### src/hw/rtl/lcs_pkg.sv
// Shared constants, types and a helper function of the line centroid steering block.
package lcs_pkg;

  // Longest row that is counted; later columns are ignored.
  localparam int MAX_WIDTH = 1024;

  // Column counter, pixel count and running column sum widths.
  localparam int COL_W  = $clog2(MAX_WIDTH + 1);
  localparam int SUM_W  = $clog2(MAX_WIDTH * (MAX_WIDTH - 1) / 2 + 1);
  localparam int REM_W  = COL_W + 1;
  localparam int ITER_W = $clog2(SUM_W + 1);

  // Register field widths.
  localparam int THR_W  = 8;
  localparam int RW_W   = 11;
  localparam int BASE_W = 8;
  localparam int CTR_W  = RW_W - 1;

  // Offset and speed arithmetic widths.
  localparam int D_W     = ((COL_W > CTR_W) ? COL_W : CTR_W) + 1;
  localparam int SPDS_W  = D_W + 1;
  localparam int SPEED_W = 11;
  localparam logic [SPEED_W-1:0] SPEED_CAP = 11'd1279;

  // Reset values of the registers and held speeds.
  localparam logic [THR_W-1:0]   THR_RST   = 8'd250;
  localparam logic [RW_W-1:0]    RW_RST    = 11'd150;
  localparam logic [BASE_W-1:0]  BASE_RST  = 8'd20;
  localparam logic [SPEED_W-1:0] SPEED_RST = 11'd20;

  // Configuration register map (word index on the address bus).
  localparam int ADDR_W = 4;
  localparam logic [1:0] REG_THRESH = 2'd0;
  localparam logic [1:0] REG_WIDTH  = 2'd1;
  localparam logic [1:0] REG_BASE   = 2'd2;

  // Steering codes.
  localparam logic [1:0] STEER_FWD   = 2'd0;
  localparam logic [1:0] STEER_LEFT  = 2'd1;
  localparam logic [1:0] STEER_RIGHT = 2'd2;

  // Control from the sequencer to the pixel accumulator.
  typedef struct packed {
    logic take;
    logic clear;
  } acc_ctl_t;

  // Limit a speed sum to the largest speed that can be issued.
  function automatic logic [SPEED_W-1:0] cap_speed(input logic [SPDS_W-1:0] v);
    if (v > SPDS_W'(SPEED_CAP)) begin
      return SPEED_CAP;
    end
    return v[SPEED_W-1:0];
  endfunction

endpackage

### src/hw/rtl/lcs_accum.sv
// Pixel accumulator: white test, column counter, white column sum and count.
module lcs_accum
  import lcs_pkg::*;
(
  input  logic             clk,
  input  logic             rst_n,
  input  acc_ctl_t         ctl,
  input  logic [7:0]       red,
  input  logic [7:0]       green,
  input  logic [7:0]       blue,
  input  logic [THR_W-1:0] threshold,
  output logic [SUM_W-1:0] col_sum,
  output logic [COL_W-1:0] white_cnt
);

  logic [COL_W-1:0] col_r, col_nxt;
  logic [SUM_W-1:0] sum_r, sum_nxt;
  logic [COL_W-1:0] cnt_r, cnt_nxt;
  logic             white;

  assign white = (red > threshold) && (green > threshold) && (blue > threshold);

  // Count a pixel while the row is still inside the counted width.
  always_comb begin
    col_nxt = col_r;
    sum_nxt = sum_r;
    cnt_nxt = cnt_r;
    if (ctl.clear) begin
      col_nxt = '0;
      sum_nxt = '0;
      cnt_nxt = '0;
    end else if (ctl.take && (col_r < COL_W'(MAX_WIDTH))) begin
      col_nxt = col_r + 1'b1;
      if (white) begin
        sum_nxt = sum_r + SUM_W'(col_r);
        cnt_nxt = cnt_r + 1'b1;
      end
    end
  end

  always_ff @(posedge clk) begin
    if (!rst_n) begin
      col_r <= '0;
      sum_r <= '0;
      cnt_r <= '0;
    end else begin
      col_r <= col_nxt;
      sum_r <= sum_nxt;
      cnt_r <= cnt_nxt;
    end
  end

  assign col_sum   = sum_r;
  assign white_cnt = cnt_r;

endmodule

### src/hw/rtl/lcs_div.sv
// Restoring divider that retires one quotient bit per cycle.
module lcs_div
  import lcs_pkg::*;
(
  input  logic             clk,
  input  logic             rst_n,
  input  logic             start,
  input  logic [SUM_W-1:0] dividend,
  input  logic [COL_W-1:0] divisor,
  output logic             done,
  output logic [SUM_W-1:0] quotient
);

  logic [SUM_W-1:0]  quo_r, quo_nxt;
  logic [REM_W-1:0]  rem_r, rem_nxt;
  logic [COL_W-1:0]  dvs_r, dvs_nxt;
  logic [ITER_W-1:0] iter_r, iter_nxt;
  logic              busy_r, busy_nxt;
  logic              done_r, done_nxt;
  logic [REM_W-1:0]  trial;
  logic              fits;

  // One shift, compare and subtract step.
  assign trial = {rem_r[REM_W-2:0], quo_r[SUM_W-1]};
  assign fits  = trial >= REM_W'(dvs_r);

  always_comb begin
    quo_nxt  = quo_r;
    rem_nxt  = rem_r;
    dvs_nxt  = dvs_r;
    iter_nxt = iter_r;
    busy_nxt = busy_r;
    done_nxt = 1'b0;
    if (start) begin
      quo_nxt  = dividend;
      rem_nxt  = '0;
      dvs_nxt  = divisor;
      iter_nxt = ITER_W'(SUM_W);
      busy_nxt = 1'b1;
    end else if (busy_r) begin
      quo_nxt  = {quo_r[SUM_W-2:0], fits};
      rem_nxt  = fits ? (trial - REM_W'(dvs_r)) : trial;
      iter_nxt = iter_r - 1'b1;
      if (iter_r == ITER_W'(1)) begin
        busy_nxt = 1'b0;
        done_nxt = 1'b1;
      end
    end
  end

  always_ff @(posedge clk) begin
    if (!rst_n) begin
      iter_r <= '0;
      busy_r <= 1'b0;
      done_r <= 1'b0;
    end else begin
      iter_r <= iter_nxt;
      busy_r <= busy_nxt;
      done_r <= done_nxt;
    end
  end

  always_ff @(posedge clk) begin
    quo_r <= quo_nxt;
    rem_r <= rem_nxt;
    dvs_r <= dvs_nxt;
  end

  assign done     = done_r;
  assign quotient = quo_r;

endmodule

### src/hw/rtl/lcs_steer.sv
// Offset to wheel speed mapping, held speeds and the result word register.
module lcs_steer
  import lcs_pkg::*;
(
  input  logic              clk,
  input  logic              rst_n,
  input  logic              load,
  input  logic              lost,
  input  logic [SUM_W-1:0]  quotient,
  input  logic [RW_W-1:0]   row_width,
  input  logic [BASE_W-1:0] base_speed,
  input  logic              out_ready,
  output logic              out_valid,
  output logic [SPEED_W-1:0] left_speed,
  output logic [SPEED_W-1:0] right_speed,
  output logic [1:0]        steer,
  output logic              line_lost
);

  logic [SPEED_W-1:0] held_l_r, held_l_nxt;
  logic [SPEED_W-1:0] held_r_r, held_r_nxt;
  logic               vld_r, vld_nxt;
  logic [SPEED_W-1:0] left_r, right_r;
  logic [1:0]         steer_r, steer_nxt;
  logic               lost_r;
  logic [D_W-1:0]     d;
  logic [D_W-1:0]     d_abs;
  logic [SPEED_W-1:0] spd_base, spd_turn;

  // Offset of the white centroid from the centre column.
  assign d        = D_W'(row_width[RW_W-1:1]) - D_W'(quotient[COL_W-1:0]);
  assign d_abs    = d[D_W-1] ? (~d + 1'b1) : d;
  assign spd_base = cap_speed(SPDS_W'(base_speed));
  assign spd_turn = cap_speed(SPDS_W'(base_speed) + SPDS_W'(d_abs[D_W-2:0]));

  // New held speeds on a row with a line; otherwise keep the old ones.
  always_comb begin
    held_l_nxt = held_l_r;
    held_r_nxt = held_r_r;
    steer_nxt  = STEER_FWD;
    if (load && !lost) begin
      if (d[D_W-1]) begin
        held_l_nxt = spd_turn;
        held_r_nxt = spd_base;
        steer_nxt  = STEER_RIGHT;
      end else if (d != '0) begin
        held_l_nxt = spd_base;
        held_r_nxt = spd_turn;
        steer_nxt  = STEER_LEFT;
      end else begin
        held_l_nxt = spd_base;
        held_r_nxt = spd_base;
      end
    end
  end

  // Result word stays until the sink takes it.
  always_comb begin
    vld_nxt = vld_r;
    if (load) begin
      vld_nxt = 1'b1;
    end else if (out_ready) begin
      vld_nxt = 1'b0;
    end
  end

  always_ff @(posedge clk) begin
    if (!rst_n) begin
      held_l_r <= SPEED_RST;
      held_r_r <= SPEED_RST;
      vld_r    <= 1'b0;
    end else begin
      held_l_r <= held_l_nxt;
      held_r_r <= held_r_nxt;
      vld_r    <= vld_nxt;
    end
  end

  always_ff @(posedge clk) begin
    if (load) begin
      left_r  <= held_l_nxt;
      right_r <= held_r_nxt;
      steer_r <= steer_nxt;
      lost_r  <= lost;
    end
  end

  assign out_valid   = vld_r;
  assign left_speed  = left_r;
  assign right_speed = right_r;
  assign steer       = steer_r;
  assign line_lost   = lost_r;

endmodule

### src/hw/rtl/line_centroid_steering.sv
// Top level of the line centroid steering block: sequencer and configuration port.
//
// Pixels of a camera row arrive one word per cycle on the in_ stream and are
// taken back to back while the row lasts; each white pixel (all channels above
// white_threshold) adds its column to a running sum. The pixel marked by
// in_tlast ends the row: the block then drops in_tready, divides the column
// sum by the white count in one restoring divider that retires one quotient
// bit per cycle, and maps the centroid offset to wheel speeds. When the row
// held no white pixel the divider is skipped. The row end also waits while
// the previous result word still waits on the out_ stream. The result word
// sits in an output register, so the next row's pixels are accepted while it
// waits to be taken.
module line_centroid_steering
  import lcs_pkg::*;
(
  input  logic              clk,
  input  logic              rst_n,
  // in_tdata: red [7:0], green [15:8], blue [23:16]
  input  logic              in_tvalid,
  output logic              in_tready,
  input  logic [23:0]       in_tdata,
  input  logic              in_tlast,
  // out_tdata: left_speed_half [10:0], right_speed_half [21:11], steer [23:22]
  output logic              out_tvalid,
  input  logic              out_tready,
  output logic [23:0]       out_tdata,
  // out_tuser: line_lost [0]
  output logic              out_tuser,
  input  logic              cfg_psel,
  input  logic              cfg_penable,
  input  logic              cfg_pwrite,
  input  logic [ADDR_W-1:0] cfg_paddr,
  input  logic [31:0]       cfg_pwdata,
  output logic [31:0]       cfg_prdata,
  output logic              cfg_pready
);

  localparam logic [1:0] ST_IDLE  = 2'd0;
  localparam logic [1:0] ST_START = 2'd1;
  localparam logic [1:0] ST_DIV   = 2'd2;
  localparam logic [1:0] ST_DONE  = 2'd3;

  logic [1:0]        state_r, state_nxt;
  logic              lost_r, lost_nxt;
  logic [THR_W-1:0]  thr_r, thr_nxt;
  logic [RW_W-1:0]   rw_r, rw_nxt;
  logic [BASE_W-1:0] base_r, base_nxt;
  logic              cfg_wr;
  logic              in_take;
  acc_ctl_t          acc_ctl;
  logic [SUM_W-1:0]  col_sum;
  logic [COL_W-1:0]  white_cnt;
  logic              div_start;
  logic              div_done;
  logic [SUM_W-1:0]  quotient;
  logic              load;
  logic [SPEED_W-1:0] left_speed, right_speed;
  logic [1:0]        steer;
  logic              line_lost;

  // Configuration registers.
  assign cfg_pready = 1'b1;
  assign cfg_wr     = cfg_psel && cfg_penable && cfg_pwrite && cfg_pready;

  always_comb begin
    thr_nxt  = thr_r;
    rw_nxt   = rw_r;
    base_nxt = base_r;
    if (cfg_wr) begin
      case (cfg_paddr[3:2])
        REG_THRESH: thr_nxt  = cfg_pwdata[THR_W-1:0];
        REG_WIDTH:  rw_nxt   = cfg_pwdata[RW_W-1:0];
        REG_BASE:   base_nxt = cfg_pwdata[BASE_W-1:0];
        default:    ;
      endcase
    end
  end

  always_comb begin
    case (cfg_paddr[3:2])
      REG_THRESH: cfg_prdata = 32'(thr_r);
      REG_WIDTH:  cfg_prdata = 32'(rw_r);
      REG_BASE:   cfg_prdata = 32'(base_r);
      default:    cfg_prdata = '0;
    endcase
  end

  // Row sequencer.
  assign in_tready = (state_r == ST_IDLE);
  assign in_take   = in_tvalid && in_tready;
  assign load      = (state_r == ST_DONE) && (!out_tvalid || out_tready);

  always_comb begin
    state_nxt     = state_r;
    lost_nxt      = lost_r;
    div_start     = 1'b0;
    acc_ctl.take  = in_take;
    acc_ctl.clear = 1'b0;
    case (state_r)
      ST_IDLE: begin
        if (in_take && in_tlast) begin
          state_nxt = ST_START;
        end
      end
      ST_START: begin
        acc_ctl.clear = 1'b1;
        lost_nxt      = (white_cnt == '0);
        if (white_cnt == '0) begin
          state_nxt = ST_DONE;
        end else begin
          div_start = 1'b1;
          state_nxt = ST_DIV;
        end
      end
      ST_DIV: begin
        if (div_done) begin
          state_nxt = ST_DONE;
        end
      end
      ST_DONE: begin
        if (load) begin
          state_nxt = ST_IDLE;
        end
      end
      default: state_nxt = ST_IDLE;
    endcase
  end

  always_ff @(posedge clk) begin
    if (!rst_n) begin
      state_r <= ST_IDLE;
      lost_r  <= 1'b0;
      thr_r   <= THR_RST;
      rw_r    <= RW_RST;
      base_r  <= BASE_RST;
    end else begin
      state_r <= state_nxt;
      lost_r  <= lost_nxt;
      thr_r   <= thr_nxt;
      rw_r    <= rw_nxt;
      base_r  <= base_nxt;
    end
  end

  lcs_accum u_accum (
    .clk       (clk),
    .rst_n     (rst_n),
    .ctl       (acc_ctl),
    .red       (in_tdata[7:0]),
    .green     (in_tdata[15:8]),
    .blue      (in_tdata[23:16]),
    .threshold (thr_r),
    .col_sum   (col_sum),
    .white_cnt (white_cnt)
  );

  lcs_div u_div (
    .clk      (clk),
    .rst_n    (rst_n),
    .start    (div_start),
    .dividend (col_sum),
    .divisor  (white_cnt),
    .done     (div_done),
    .quotient (quotient)
  );

  lcs_steer u_steer (
    .clk         (clk),
    .rst_n       (rst_n),
    .load        (load),
    .lost        (lost_r),
    .quotient    (quotient),
    .row_width   (rw_r),
    .base_speed  (base_r),
    .out_ready   (out_tready),
    .out_valid   (out_tvalid),
    .left_speed  (left_speed),
    .right_speed (right_speed),
    .steer       (steer),
    .line_lost   (line_lost)
  );

  assign out_tdata = {steer, right_speed, left_speed};
  assign out_tuser = line_lost;

endmodule

### config.mk
export PLATFORM = sky130hd
export DESIGN_NAME = line_centroid_steering
export DESIGN_NICKNAME = d
export VERILOG_FILES = /design/src/hw/rtl/lcs_pkg.sv /design/src/hw/rtl/lcs_accum.sv /design/src/hw/rtl/lcs_div.sv /design/src/hw/rtl/lcs_steer.sv /design/src/hw/rtl/line_centroid_steering.sv
export SDC_FILE = /design/constraint.sdc
export NUM_CORES = 1
export LEC_CHECK = 0
export ABC_CLOCK_PERIOD_IN_PS = 5600
export BUFFER_PORTS_ARGS = -buffer_cell sky130_fd_sc_hd__buf_4
export CELL_PAD_IN_SITES_DETAIL_PLACEMENT = 0
export CELL_PAD_IN_SITES_GLOBAL_PLACEMENT = 2
export CORE_MARGIN = 2
export CORE_UTILIZATION = 36
export DETAILED_ROUTE_END_ITERATION = 10
export GPL_TIMING_DRIVEN = 0
export HOLD_SLACK_MARGIN = 0.05
export PLACE_DENSITY_LB_ADDON = 0.25
export SLEW_MARGIN = 20
export SYNTH_ARGS = -nofsm -noshare
export SYNTH_HDL_FRONTEND = slang
export SYNTH_SLANG_ARGS = --single-unit
### constraint.sdc
create_clock -name clk -period 5.6 [get_ports clk]
set_input_delay 1.12 -clock clk [delete_from_list [all_inputs] [get_ports clk]]
set_output_delay 1.12 -clock clk [all_outputs]
set_load 0.01 [all_outputs]
==> flow_summary.yaml, run 1 <==
outcome:
  outcome: "completed"
global_routing:
  grt_pass1_wl_mm: 40.70
  gr-total-overflow: 0
  grt_max_degree: 26
  grt_pass1_vias: 7806
  grt_util_all_layers_pct: 17.62
  antenna_found_initial: 0
cts:
  cts_tree: "done"
  cts.sinks: 167
  cts_max_level: 4
  clock_path_buffers: 2
  clk_latency_ns: 0.43
  cts.clk_slew.worst_paths_ns: 0.08
  cts_buffers: 17
  cts_root_buf: "clkbuf_16"
  holdBufCountCts: 0
synth:
  muxShareOfSynthArea_pct: 3.867
  synth_edf_count: 55
  synth_simple_gate_area_share_pct: 18.19
  yosysTopAreaCell: "dfxtp_1"
  synth_cells: 1128
  async_reset_ff_share_pct: 0
  yosysTopAreaCellShare_pct: 22.43
  synth_top_family_by_area: "simple AND/OR/NAND/NOR gates"
  ys_warn_count: 0
  synth_seq_cells: 167
  synth-xor-area-share_pct: 4.793
  avgSynthCellArea_sq_um: 8.863
  synthFlopType: "dfxtp_1"
  synth-compound-area-share_pct: 17.80
  synth.yosys.seq_area_share_pct: 38.95
  synth-adder-area-share_pct: 10.31
  ys_types: 79
  syn_area_sq_um: 9997
  synth.area.top_cells: "dfxtp_1 22%, edfxtp_1 17%, ha_1 9.5%"
timing:
  finalClockSkew_ns: 0.01719
  hold-worst-slack_ns: 0.4691
  maxSlewViolCount: 0
  hold_viol_final: 0
  setup_viol: 0
  fin_crit_ns: 5.224
  grt_setup_unrepaired: "yes"
  maxClockFrequency_mhz: 191.4
  finalCritPeriodShare_pct: 93.28
  tns_ns: 0
  relSlewSlack_pct: 32.60
  worst_slew_pin_slew_ns: 1.011
critical_path:
  start_kind: "flip-flop"
  critPathArrivalTime_ns: 5.41
  timing.critical_path.buf_inv: 1
  cp.required_ns: 5.79
  crit_slowest_cell: "edfxtp_1"
  crit_family: "compound AO/OA/AOI/OAI gates"
  worst_setup_path_end_kind: "flip-flop"
  reg2reg_slack_ns: 0.38
  cp_max_fo: 10
  crit_chain: "ha_1 > fa_1 > nand2b_1 > a21oi_1 > xor2_1 > nor3_2 > a21oi_1 > xnor2_1 > ha_1 > or3_1 > a311oi_1 > nor3_1 > a211oi_1 > nor3_2 > xnor2_2 > o21ai_2 > buf_6 > o21a_1"
  critPathMaxStageDelay_ns: 0.45
  ff2ff_path_depth: 18
  crit_type: "reg2reg"
  regToRegStartpoint: "u_div.quotient[0]$_DFFE_PP_"
  r2r_end: "u_steer.right_speed[6]$_DFFE_PP_"
hold_path:
  holdPathStages: 2
  holdCritPathClass: "reg2reg"
  holdPathEnd: "u_div.rem_r[10]$_SDFFE_PP0P_"
  hp-start: "u_div.rem_r[10]$_SDFFE_PP0P_"
place:
  placed_cell_area_sq_um: 11150
  port_buffers: 81
  placed_cells_incl_taps: 1607
  dp_hpwl_mm: 19.34
  gp_congestion: 0.7901
detailed_routing:
  wire_per_inst_microns: 15.24
  final_antenna_net_count: 0
  initialDrtViolationCount: 448
  drc_errors: 0
  viasPerCell: 4.927
  wl_mm: 25.01
  firstDrtPassIters: 5
  vias: 8085
cells_and_area:
  fill_cells: 2822
  synthToLayoutAreaGrowth_pct: 18.20
  layout_common_cells: "152 x nand2_1, 112 x dfxtp_1, 105 x buf_4, 91 x nor2_1"
  final_cells: 1641
  design_area_sq_um: 11820
  final_common_cell: "nand2_1"
  fin_nets: 1398
  drive_gt1_share_pct: 13.22
  n_antenna_cell: 0
floorplan:
  io_pins: 128
  core_sq_um: 27550
  fp.dieH_microns: 170.6
  rows: 61
  die_area_sq_um: 29120
  dieWidth_microns: 170.6
  start_util_pct: 36.28
pwr:
  ir_drop_mv: 0.1824
  power.total_mw: 2.967
  p_leak_nw: 5.008
  p_per_area_nw_per_um2: 251.1
job:
  max-cap-violations: 0
tightest hold or removal path, cell delays in order (launching register included):
cell     delay [ns]
dfxtp_1        0.33
nand2_1        0.04
o21ai_0        0.06
routing by layer:
metal / track usage [%] / part of all wire [%] / vias to the layer above
li1: - / - / 4203
met1: 25.24 / 51 / 3741
met2: 27.97 / 44 / 127
met3: 2.868 / 3.4 / 14
met4: 3.605 / 0.82 / 0
met5: 0 / 0 / -
power by group:
group | internal, mW | switching (mW) | leakage [nW]
logic | 0.150 | 0.232 | 3.35
clock network | 0.716 | 0.551 | 0.291
registers | 1.29 | 0.0254 | 1.37
layout make-up:
cell class,instances,area [sq um],share of cell area (%)
sequential,167,3894,32.95
timing repair buffer,83,623.1,5.273
tap,378,473.0,4.003
multi-input combinational,845,5604,47.43
clock buffer,18,429.2,3.632
buffer,59,314.1,2.658
clock inverter,14,190.2,1.609
inverter,77,289.0,2.446
how the worst max path moves through the flow:
stage | from | endpoint | slack (ns) | depth (start not counted)
floorplan | u_div.quotient[0]$_DFFE_PP_ | u_steer.right_speed[6]$_DFFE_PP_ | 1.04 | 18
global placement | u_div.quotient[0]$_DFFE_PP_ | u_steer.right_speed[6]$_DFFE_PP_ | 0.08 | 18
detailed placement | u_div.quotient[6]$_DFFE_PP_ | u_steer.left_speed[5]$_DFFE_PP_ | 0.13 | 21
CTS | u_div.quotient[2]$_DFFE_PP_ | u_steer.left_speed[5]$_DFFE_PP_ | 0.13 | 20
global route | u_div.quotient[6]$_DFFE_PP_ | u_steer.right_speed[6]$_DFFE_PP_ | -0.02 | 23
finish | u_div.quotient[0]$_DFFE_PP_ | u_steer.right_speed[6]$_DFFE_PP_ | 0.38 | 18
synthesized netlist by cell type (3+ instances only):
cell and number:
o31ai_1 20, or4_1 4, o21a_1 14, a22o_1 4
nand2_1 152, a311oi_1 3, o21ai_0 75, and2_1 13
xor2_1 24, nand4_1 18, buf_1 7, a21boi_0 19
o211a_1 10, a21o_1 7, nor2_1 91, nand2b_1 10
inv_1 76, dfxtp_1 112, clkbuf_1 28, buf_4 22
a21oi_1 48, xnor2_1 27, ha_1 76, a32o_1 3
o211ai_1 19, nor4b_1 3, edfxtp_1 55, a211oi_1 5
nor4_1 6, nand3_1 27, nor2b_1 21, fa_1 4
mux2i_1 36, and3_1 9, nor3_1 13, or3_1 8
cells by family after synthesis:
group                      count (synthesis)
adders and majority gates                 80
DFF                                      167
buffers and inverters                    136
and+or+nand+nor                          389
muxes                                     38
xor gates and xnor gates                  53
AOI/OAI and AO/OA                        263
other                                      2
repair_timing:
item	CTS	global route
endpoints found under the setup margin	0	38
buffers inserted	0	2
gates resized for setup	0	9
state kept, by name (all words and copies together), names as in the netlist, 2 cells and up:
signal and count:
rw_r 11, u_steer.steer 2, u_div.quotient 19, u_steer.held_r_r 11
base_r 8, u_accum.col_sum 19, u_steer.right_speed 11, u_div.iter_r 5
state_r 2, u_div.rem_r 11, u_accum.white_cnt 11, u_steer.left_speed 11
u_accum.col_r 11, u_steer.held_l_r 11, u_div.dvs_r 11, thr_r 8
metrics by stage:
| stage | utilization [%] | setup slack (ns) |
|---|---|---|
| 4_1_cts | 42.73 | 0.1282 |
| 3_3_place_gp | 40.48 | 0.07631 |
| 5_1_grt | 42.89 | -0.02276 |
| 2_1_floorplan | - | 1.041 |
| 6_report | 42.89 | 0.3761 |
| 3_5_place_dp | 40.48 | 0.1343 |
(Power assumes the default switching activity.)
==> inputs of run 2 (changes only) <==
PLACE_DENSITY = 0.92   (was unset)
PLACE_DENSITY_LB_ADDON = unset   (was 0.25)
==> run 2 against run 1 <==
- flip-flop and latch count unchanged
- clock skew down 0.0016 ns
- final area down 0.51%
- critical path depth unchanged
- die area unchanged
- critical path type unchanged
- largest cell class unchanged
- largest power group unchanged
==> flow_summary.yaml, run 2 (same netlist as run 1, synthesis figures left out) <==
cells_and_area:
  synthToLayoutAreaGrowth_pct: 17.60
  fill_cells: 2735
  layout_common_cells: "152 x nand2_1, 112 x dfxtp_1, 104 x buf_4, 91 x nor2_1"
  drive_gt1_share_pct: 12.92
  final_common_cell: "nand2_1"
  fin_nets: 1397
timing:
  finalCritPeriodShare_pct: 91.24
  grt_setup_unrepaired: "no"
  finalWorstSetupSlack_ns: 0.4907
  worst_slew_pin_slew_ns: 0.9934
  maxSlewViolCount: 0
  hold_viol_final: 0
  relSlewSlack_pct: 33.78
  fin_crit_ns: 5.109
  tns_ns: 0
  maxClockFrequency_mhz: 195.7
  setup_viol: 0
  finalClockSkew_ns: 0.01561
global_routing:
  grt_util_all_layers_pct: 17.07
  grt_pass1_vias: 7729
  antenna_found_initial: 0
  grt_pass1_wl_mm: 39.59
  grt_max_degree: 26
  gr-total-overflow: 0
critical_path:
  worst_setup_path_end_kind: "flip-flop"
  cp_max_fo: 10
  critPathArrivalTime_ns: 5.30
  cp.required_ns: 5.80
  start_kind: "flip-flop"
  crit_type: "reg2reg"
pwr:
  power_frac_comb_pct: 13.2
  p_clk_share_pct: 40.7
  cellInternalPower_mw: 2.039
  ir_drop_mv: 0.1643
  seqPwrFrac_pct: 46.1
  switching_share_pct: 28.80
  power.total_mw: 2.864
  p_per_area_nw_per_um2: 243.6
  p_leak_nw: 4.994
  power_switching_mw: 0.8246
floorplan:
  fp.dieH_microns: 170.6
  io_pins: 128
  dieWidth_microns: 170.6
  rows: 61
  core_sq_um: 27550
  die_area_sq_um: 29120
  start_util_pct: 36.28
job:
  max-cap-violations: 0
place:
  port_buffers: 81
  gp_congestion: 0.8163
  place_ws_ns: 0.1947
  dp_hpwl_mm: 18.78
detailed_routing:
  vias: 8138
  final_antenna_net_count: 0
  initialDrtViolationCount: 510
  wire_per_inst_microns: 14.61
  firstDrtPassIters: 5
  drc_errors: 0
  wl_mm: 23.98
  viasPerCell: 4.959
cts:
  cts_max_level: 4
  cts_tree: "done"
  clk_latency_ns: 0.44
  cts.sinks: 167
  clock_path_buffers: 2
  cts.clk_slew.worst_paths_ns: 0.08
  holdBufCountCts: 0
  cts_buffers: 17
  cts_root_buf: "clkbuf_16"
outcome:
  outcome: "completed"
hold_path:
  holdCritPathClass: "reg2reg"
run 2: cell count changes in the layout (fill, tap and decap cells not counted), sizes merged:
cell	delta
buf	-1
bufinv	-3
clkbuf	-1
clkinv	+2
clkinvlp	-2
diode	+1
inv	+4
run 2: path summary, 6_finish.rpt:
path                            slack [ns]  cells after the start                      startpoint                          endpoint
worst max-delay path                  0.49                     18     u_div.quotient[0]$_DFFE_PP_  u_steer.right_speed[5]$_DFFE_PP_
worst min-delay path                  0.47                      2  u_steer.held_r_r[8]$_SDFF_PN0_    u_steer.held_r_r[8]$_SDFF_PN0_
worst max register to register        0.49                     18     u_div.quotient[0]$_DFFE_PP_  u_steer.right_speed[5]$_DFFE_PP_
worst min register to register        0.47                      2  u_steer.held_r_r[8]$_SDFF_PN0_    u_steer.held_r_r[8]$_SDFF_PN0_
run 2: per-layer routing:
layer	track usage (%)	vias up	share of wire, %	wire (microns)
met4	4.311	0	1.2	289
met3	2.730	18	2.8	669
met1	23.28	3787	50	11880
li1	-	4205	-	-
met5	0	-	0	0
met2	28.20	128	46	11140
run 2: critical path, cell delays in order (launching register included):
cell,delay (ns)
edfxtp_1,0.46
ha_1,0.27
fa_1,0.41
nand2b_1,0.20
a21oi_1,0.19
xor2_1,0.17
nor3_2,0.39
a21oi_1,0.14
xnor2_1,0.17
ha_1,0.23
or3_1,0.37
a311oi_1,0.32
nor3_1,0.15
a211oi_1,0.41
nor3_2,0.11
xnor2_2,0.37
o21ai_2,0.16
buf_6,0.17
o21a_1,0.19
run 2: final cells by class:
cell class / instances / area, sq um / share of cell area [%]
Multi-Input combinational cell: 845 / 5589 / 47.54
Tap cell: 378 / 473.0 / 4.023
Inverter: 77 / 289.0 / 2.458
Clock buffer: 17 / 425.4 / 3.619
Buffer: 59 / 314.1 / 2.671
Clock inverter: 15 / 153.9 / 1.309
Timing Repair Buffer: 82 / 615.6 / 5.236
Antenna cell: 1 / 2.502 / 0.02129
Sequential cell: 167 / 3894 / 33.12
run 2: power groups by stage:
| stage | combinational (mW) | clock (mW) | sequential, mW |
|---|---|---|---|
| floorplan | 0.230 | 0 | 1.35 |
| global placement | 0.375 | 0 | 1.35 |
| detailed placement | 0.384 | 0 | 1.35 |
| CTS | 0.385 | 1.19 | 1.32 |
| global route | 0.428 | 1.24 | 1.32 |
| finish | 0.379 | 1.17 | 1.32 |
run 2: what timing repair did:
action / 4_1_cts / 5_1_grt
resized for setup: 0 / 5
endpoints found under the hold margin: 0 / 0
setup buffers: 0 / 1
setup endpoints to repair: 0 / 33
run 2: through the flow:
step / util [%] / hold WS (ns) / cells / instance area [sq um]
2_1_floorplan: - / 0.4257 / 1148 / 10070
3_3_place_gp: 40.48 / 0.4490 / 1607 / 11150
3_5_place_dp: 40.48 / 0.4613 / 1607 / 11150
4_1_cts: 42.58 / 0.4713 / 1639 / 11730
5_1_grt: 42.66 / 0.4935 / 1640 / 11750
6_report: 42.67 / 0.4702 / 1641 / 11760
==> inputs of run 3 (changes only) <==
ABC_AREA = 1   (was unset)
CORE_UTILIZATION = 34   (was 36)
PLACE_DENSITY = 0.91   (was 0.92)
==> run 3 against run 2 <==
- critical path depth is 7 higher
- wire length down 1.8%
- sequential share of layout area rose by 0.30 points
- synthesized cell count rose by 13%
- critical endpoint is now u_steer.right_speed[4]$_DFFE_PP_
- highest routed layer unchanged
==> flow_summary.yaml, run 3 <==
cts:
  clock_path_buffers: 2
  cts_max_level: 4
  post_cts_resized: 0
  holdBufCountCts: 0
  cts.sinks: 167
  cts_root_buf: "clkbuf_16"
  cts_tree: "done"
  cts_buffers: 17
  post_cts_buffers: 0
  clk_latency_ns: 0.44
  cts.clk_slew.worst_paths_ns: 0.08
job:
  max-cap-violations: 0
global_routing:
  antenna_found_initial: 0
  grt_max_degree: 26
  grt_pass1_wl_mm: 39.23
  gr-total-overflow: 0
  grt_util_all_layers_pct: 15.95
  grt_pass1_vias: 7929
synth:
  ys_types: 50
  yosysTopAreaCellShare_pct: 22.65
  synth_seq_cells: 167
  yosysTopAreaCell: "dfxtp_1"
  synth_edf_count: 55
  yosys-top-cells-count: "268 x nand2_1, 189 x inv_1, 112 x dfxtp_1"
  syn_area_sq_um: 9901
  async_reset_ff_share_pct: 0
  synthFlopType: "dfxtp_1"
  synth.area.top_cells: "dfxtp_1 23%, edfxtp_1 17%, nand2_1 10%"
  synth_most_common_cell: "nand2_1"
  synth.yosys.seq_area_share_pct: 39.33
  avgSynthCellArea_sq_um: 7.753
  synth_cells: 1277
  ys_warn_count: 0
critical_path:
  critPathArrivalTime_ns: 4.71
  crit_type: "reg2reg"
  cp.required_ns: 5.79
  start_kind: "flip-flop"
  cp_max_fo: 10
  worst_setup_path_end_kind: "flip-flop"
  ff2ff_path_depth: 25
detailed_routing:
  wl_mm: 23.56
  vias: 8255
  wire_per_inst_microns: 13.13
  firstDrtPassIters: 4
  viasPerCell: 4.601
  drc_errors: 0
  initialDrtViolationCount: 421
  final_antenna_net_count: 0
cells_and_area:
  fill_cells: 2952
  layout_common_cells: "268 x nand2_1, 189 x inv_1, 112 x dfxtp_1, 109 x o21ai_0, 104 x buf_4"
  final_common_cell: "nand2_1"
  drive_gt1_share_pct: 13.97
  postLayoutCoreUtil_pct: 40.59
  synthToLayoutAreaGrowth_pct: 17.67
  n_antenna_cell: 0
  fin_nets: 1545
hold_path:
  holdCritPathClass: "reg2reg"
  holdPathStages: 0
timing:
  maxSlewViolCount: 0
  finalCritPeriodShare_pct: 80.71
  worst_slew_pin_slew_ns: 0.9218
  fin_crit_ns: 4.520
  finalClockSkew_ns: 0.01364
  grt_setup_unrepaired: "no"
  hold_viol_final: 0
  relSlewSlack_pct: 38.48
  maxClockFrequency_mhz: 221.2
  tns_ns: 0
  setup_viol: 0
floorplan:
  core_sq_um: 28700
  rows: 62
  dieWidth_microns: 174.6
  io_pins: 128
  start_util_pct: 34.49
  fp.dieH_microns: 174.6
  die_area_sq_um: 30500
place:
  gp_congestion: 0.8716
  port_buffers: 81
  dp_hpwl_mm: 18.94
outcome:
  outcome: "completed"
pwr:
  p_per_area_nw_per_um2: 267.8
  p_leak_nw: 5.295
  ir_drop_mv: 0.1648
==> run 3: changes by cell type after synthesis, moves of 11 or more <==
| cell | previous run | this run |
|---|---|---|
| nand2_1 | 152 | 268 |
| nor2_1 | 91 | 72 |
| xnor2_1 | 27 | 11 |
| nand2_2 | 0 | 26 |
| o21a_1 | 14 | 3 |
| mux2i_1 | 36 | 0 |
| nor2b_1 | 21 | 0 |
| o21ai_0 | 75 | 109 |
| nand3_1 | 27 | 60 |
| and2_1 | 13 | 0 |
| a21boi_0 | 19 | 1 |
| o31ai_1 | 20 | 1 |
| a21oi_1 | 48 | 102 |
| inv_1 | 76 | 189 |
==> run 3: cell families after synthesis <==
logic type      count (synthesis)  synth area share (%)
compound gates                268                 15.28
buf+inv                       246                 10.60
flops                         167                 39.33
simple gates                  484                 21.57
xor+xnor                       30                 2.730
other cells                     2               0.07585
fa+ha+maj                      80                 10.41
==> run 3: layer usage <==
layer  wire length, microns  part of all wire [%]  global-route usage [%]  vias up
met5                      0                     0                       0        -
met4                    310                   1.3                   4.410        0
li1                       -                     -                       -     4423
met1                  11590                    49                   21.16     3694
met2                  10890                    46                   26.96      115
met3                    763                   3.2                   2.524       23
==> run 3: final timing paths <==
path | start | to | slack, ns
worst min register to register | u_accum.white_cnt[10]$_SDFFE_PP0P_ | u_div.dvs_r[10]$_DFFE_PP_ | 0.43
worst max register to register | u_div.quotient[4]$_DFFE_PP_ | u_steer.right_speed[4]$_DFFE_PP_ | 1.08
worst max-delay path | u_div.quotient[4]$_DFFE_PP_ | u_steer.right_speed[4]$_DFFE_PP_ | 1.08
worst min-delay path | u_accum.white_cnt[10]$_SDFFE_PP0P_ | u_div.dvs_r[10]$_DFFE_PP_ | 0.43
==> run 3: metrics by stage <==
stage	cell area [sq um]	hold slack (ns)	power, mW	cells	setup WS (ns)
finish	11650	0.4335	3.120	1794	1.080
global route	11650	0.4635	3.299	1794	0.5393
global placement	11060	0.4151	1.976	1762	1.107
detailed placement	11060	0.4184	1.982	1762	1.029
floorplan	9976	0.4082	1.788	1297	1.733
CTS	11650	0.4361	3.160	1794	1.021
==> run 3: layout make-up <==
cell class	instances	area [sq um]	share of cell area, %
Multi-Input combinational cell	884	5032	43.20
Sequential cell	167	3894	33.42
Inverter	196	735.7	6.315
Timing Repair Buffer	81	608.1	5.220
Tap cell	384	480.5	4.124
Clock buffer	17	425.4	3.652
Buffer	50	314.1	2.696
Clock inverter	15	160.2	1.375
==> run 3: power by group <==
group	switching [mW]	internal, mW	total (mW)	leakage, nW
Sequential	0.0395	1.32	1.36	1.40
Combinational	0.364	0.226	0.590	3.61
Clock	0.574	0.597	1.17	0.284
Total	0.977	2.14	3.12	5.30
==> run 3: worst max-delay path: stages, from the launching register on <==
cell and delay (ns):
edfxtp_1 0.35, inv_1 0.09, ha_1 0.30, nand2_1 0.10, nand2_1 0.11, a21oi_4 0.19, inv_1 0.06, nand2_1 0.05
and3_4 0.18, buf_6 0.14, inv_1 0.11, o21ai_0 0.32, inv_1 0.12, fa_1 0.45, o21ai_0 0.31, nand2_1 0.09
nand2_1 0.07, a21oi_1 0.08, o21ai_0 0.24, inv_1 0.13, xor2_2 0.20, nand3_2 0.11, nand2_4 0.14, nand2_1 0.10
o21ai_1 0.17, nand2_1 0.07
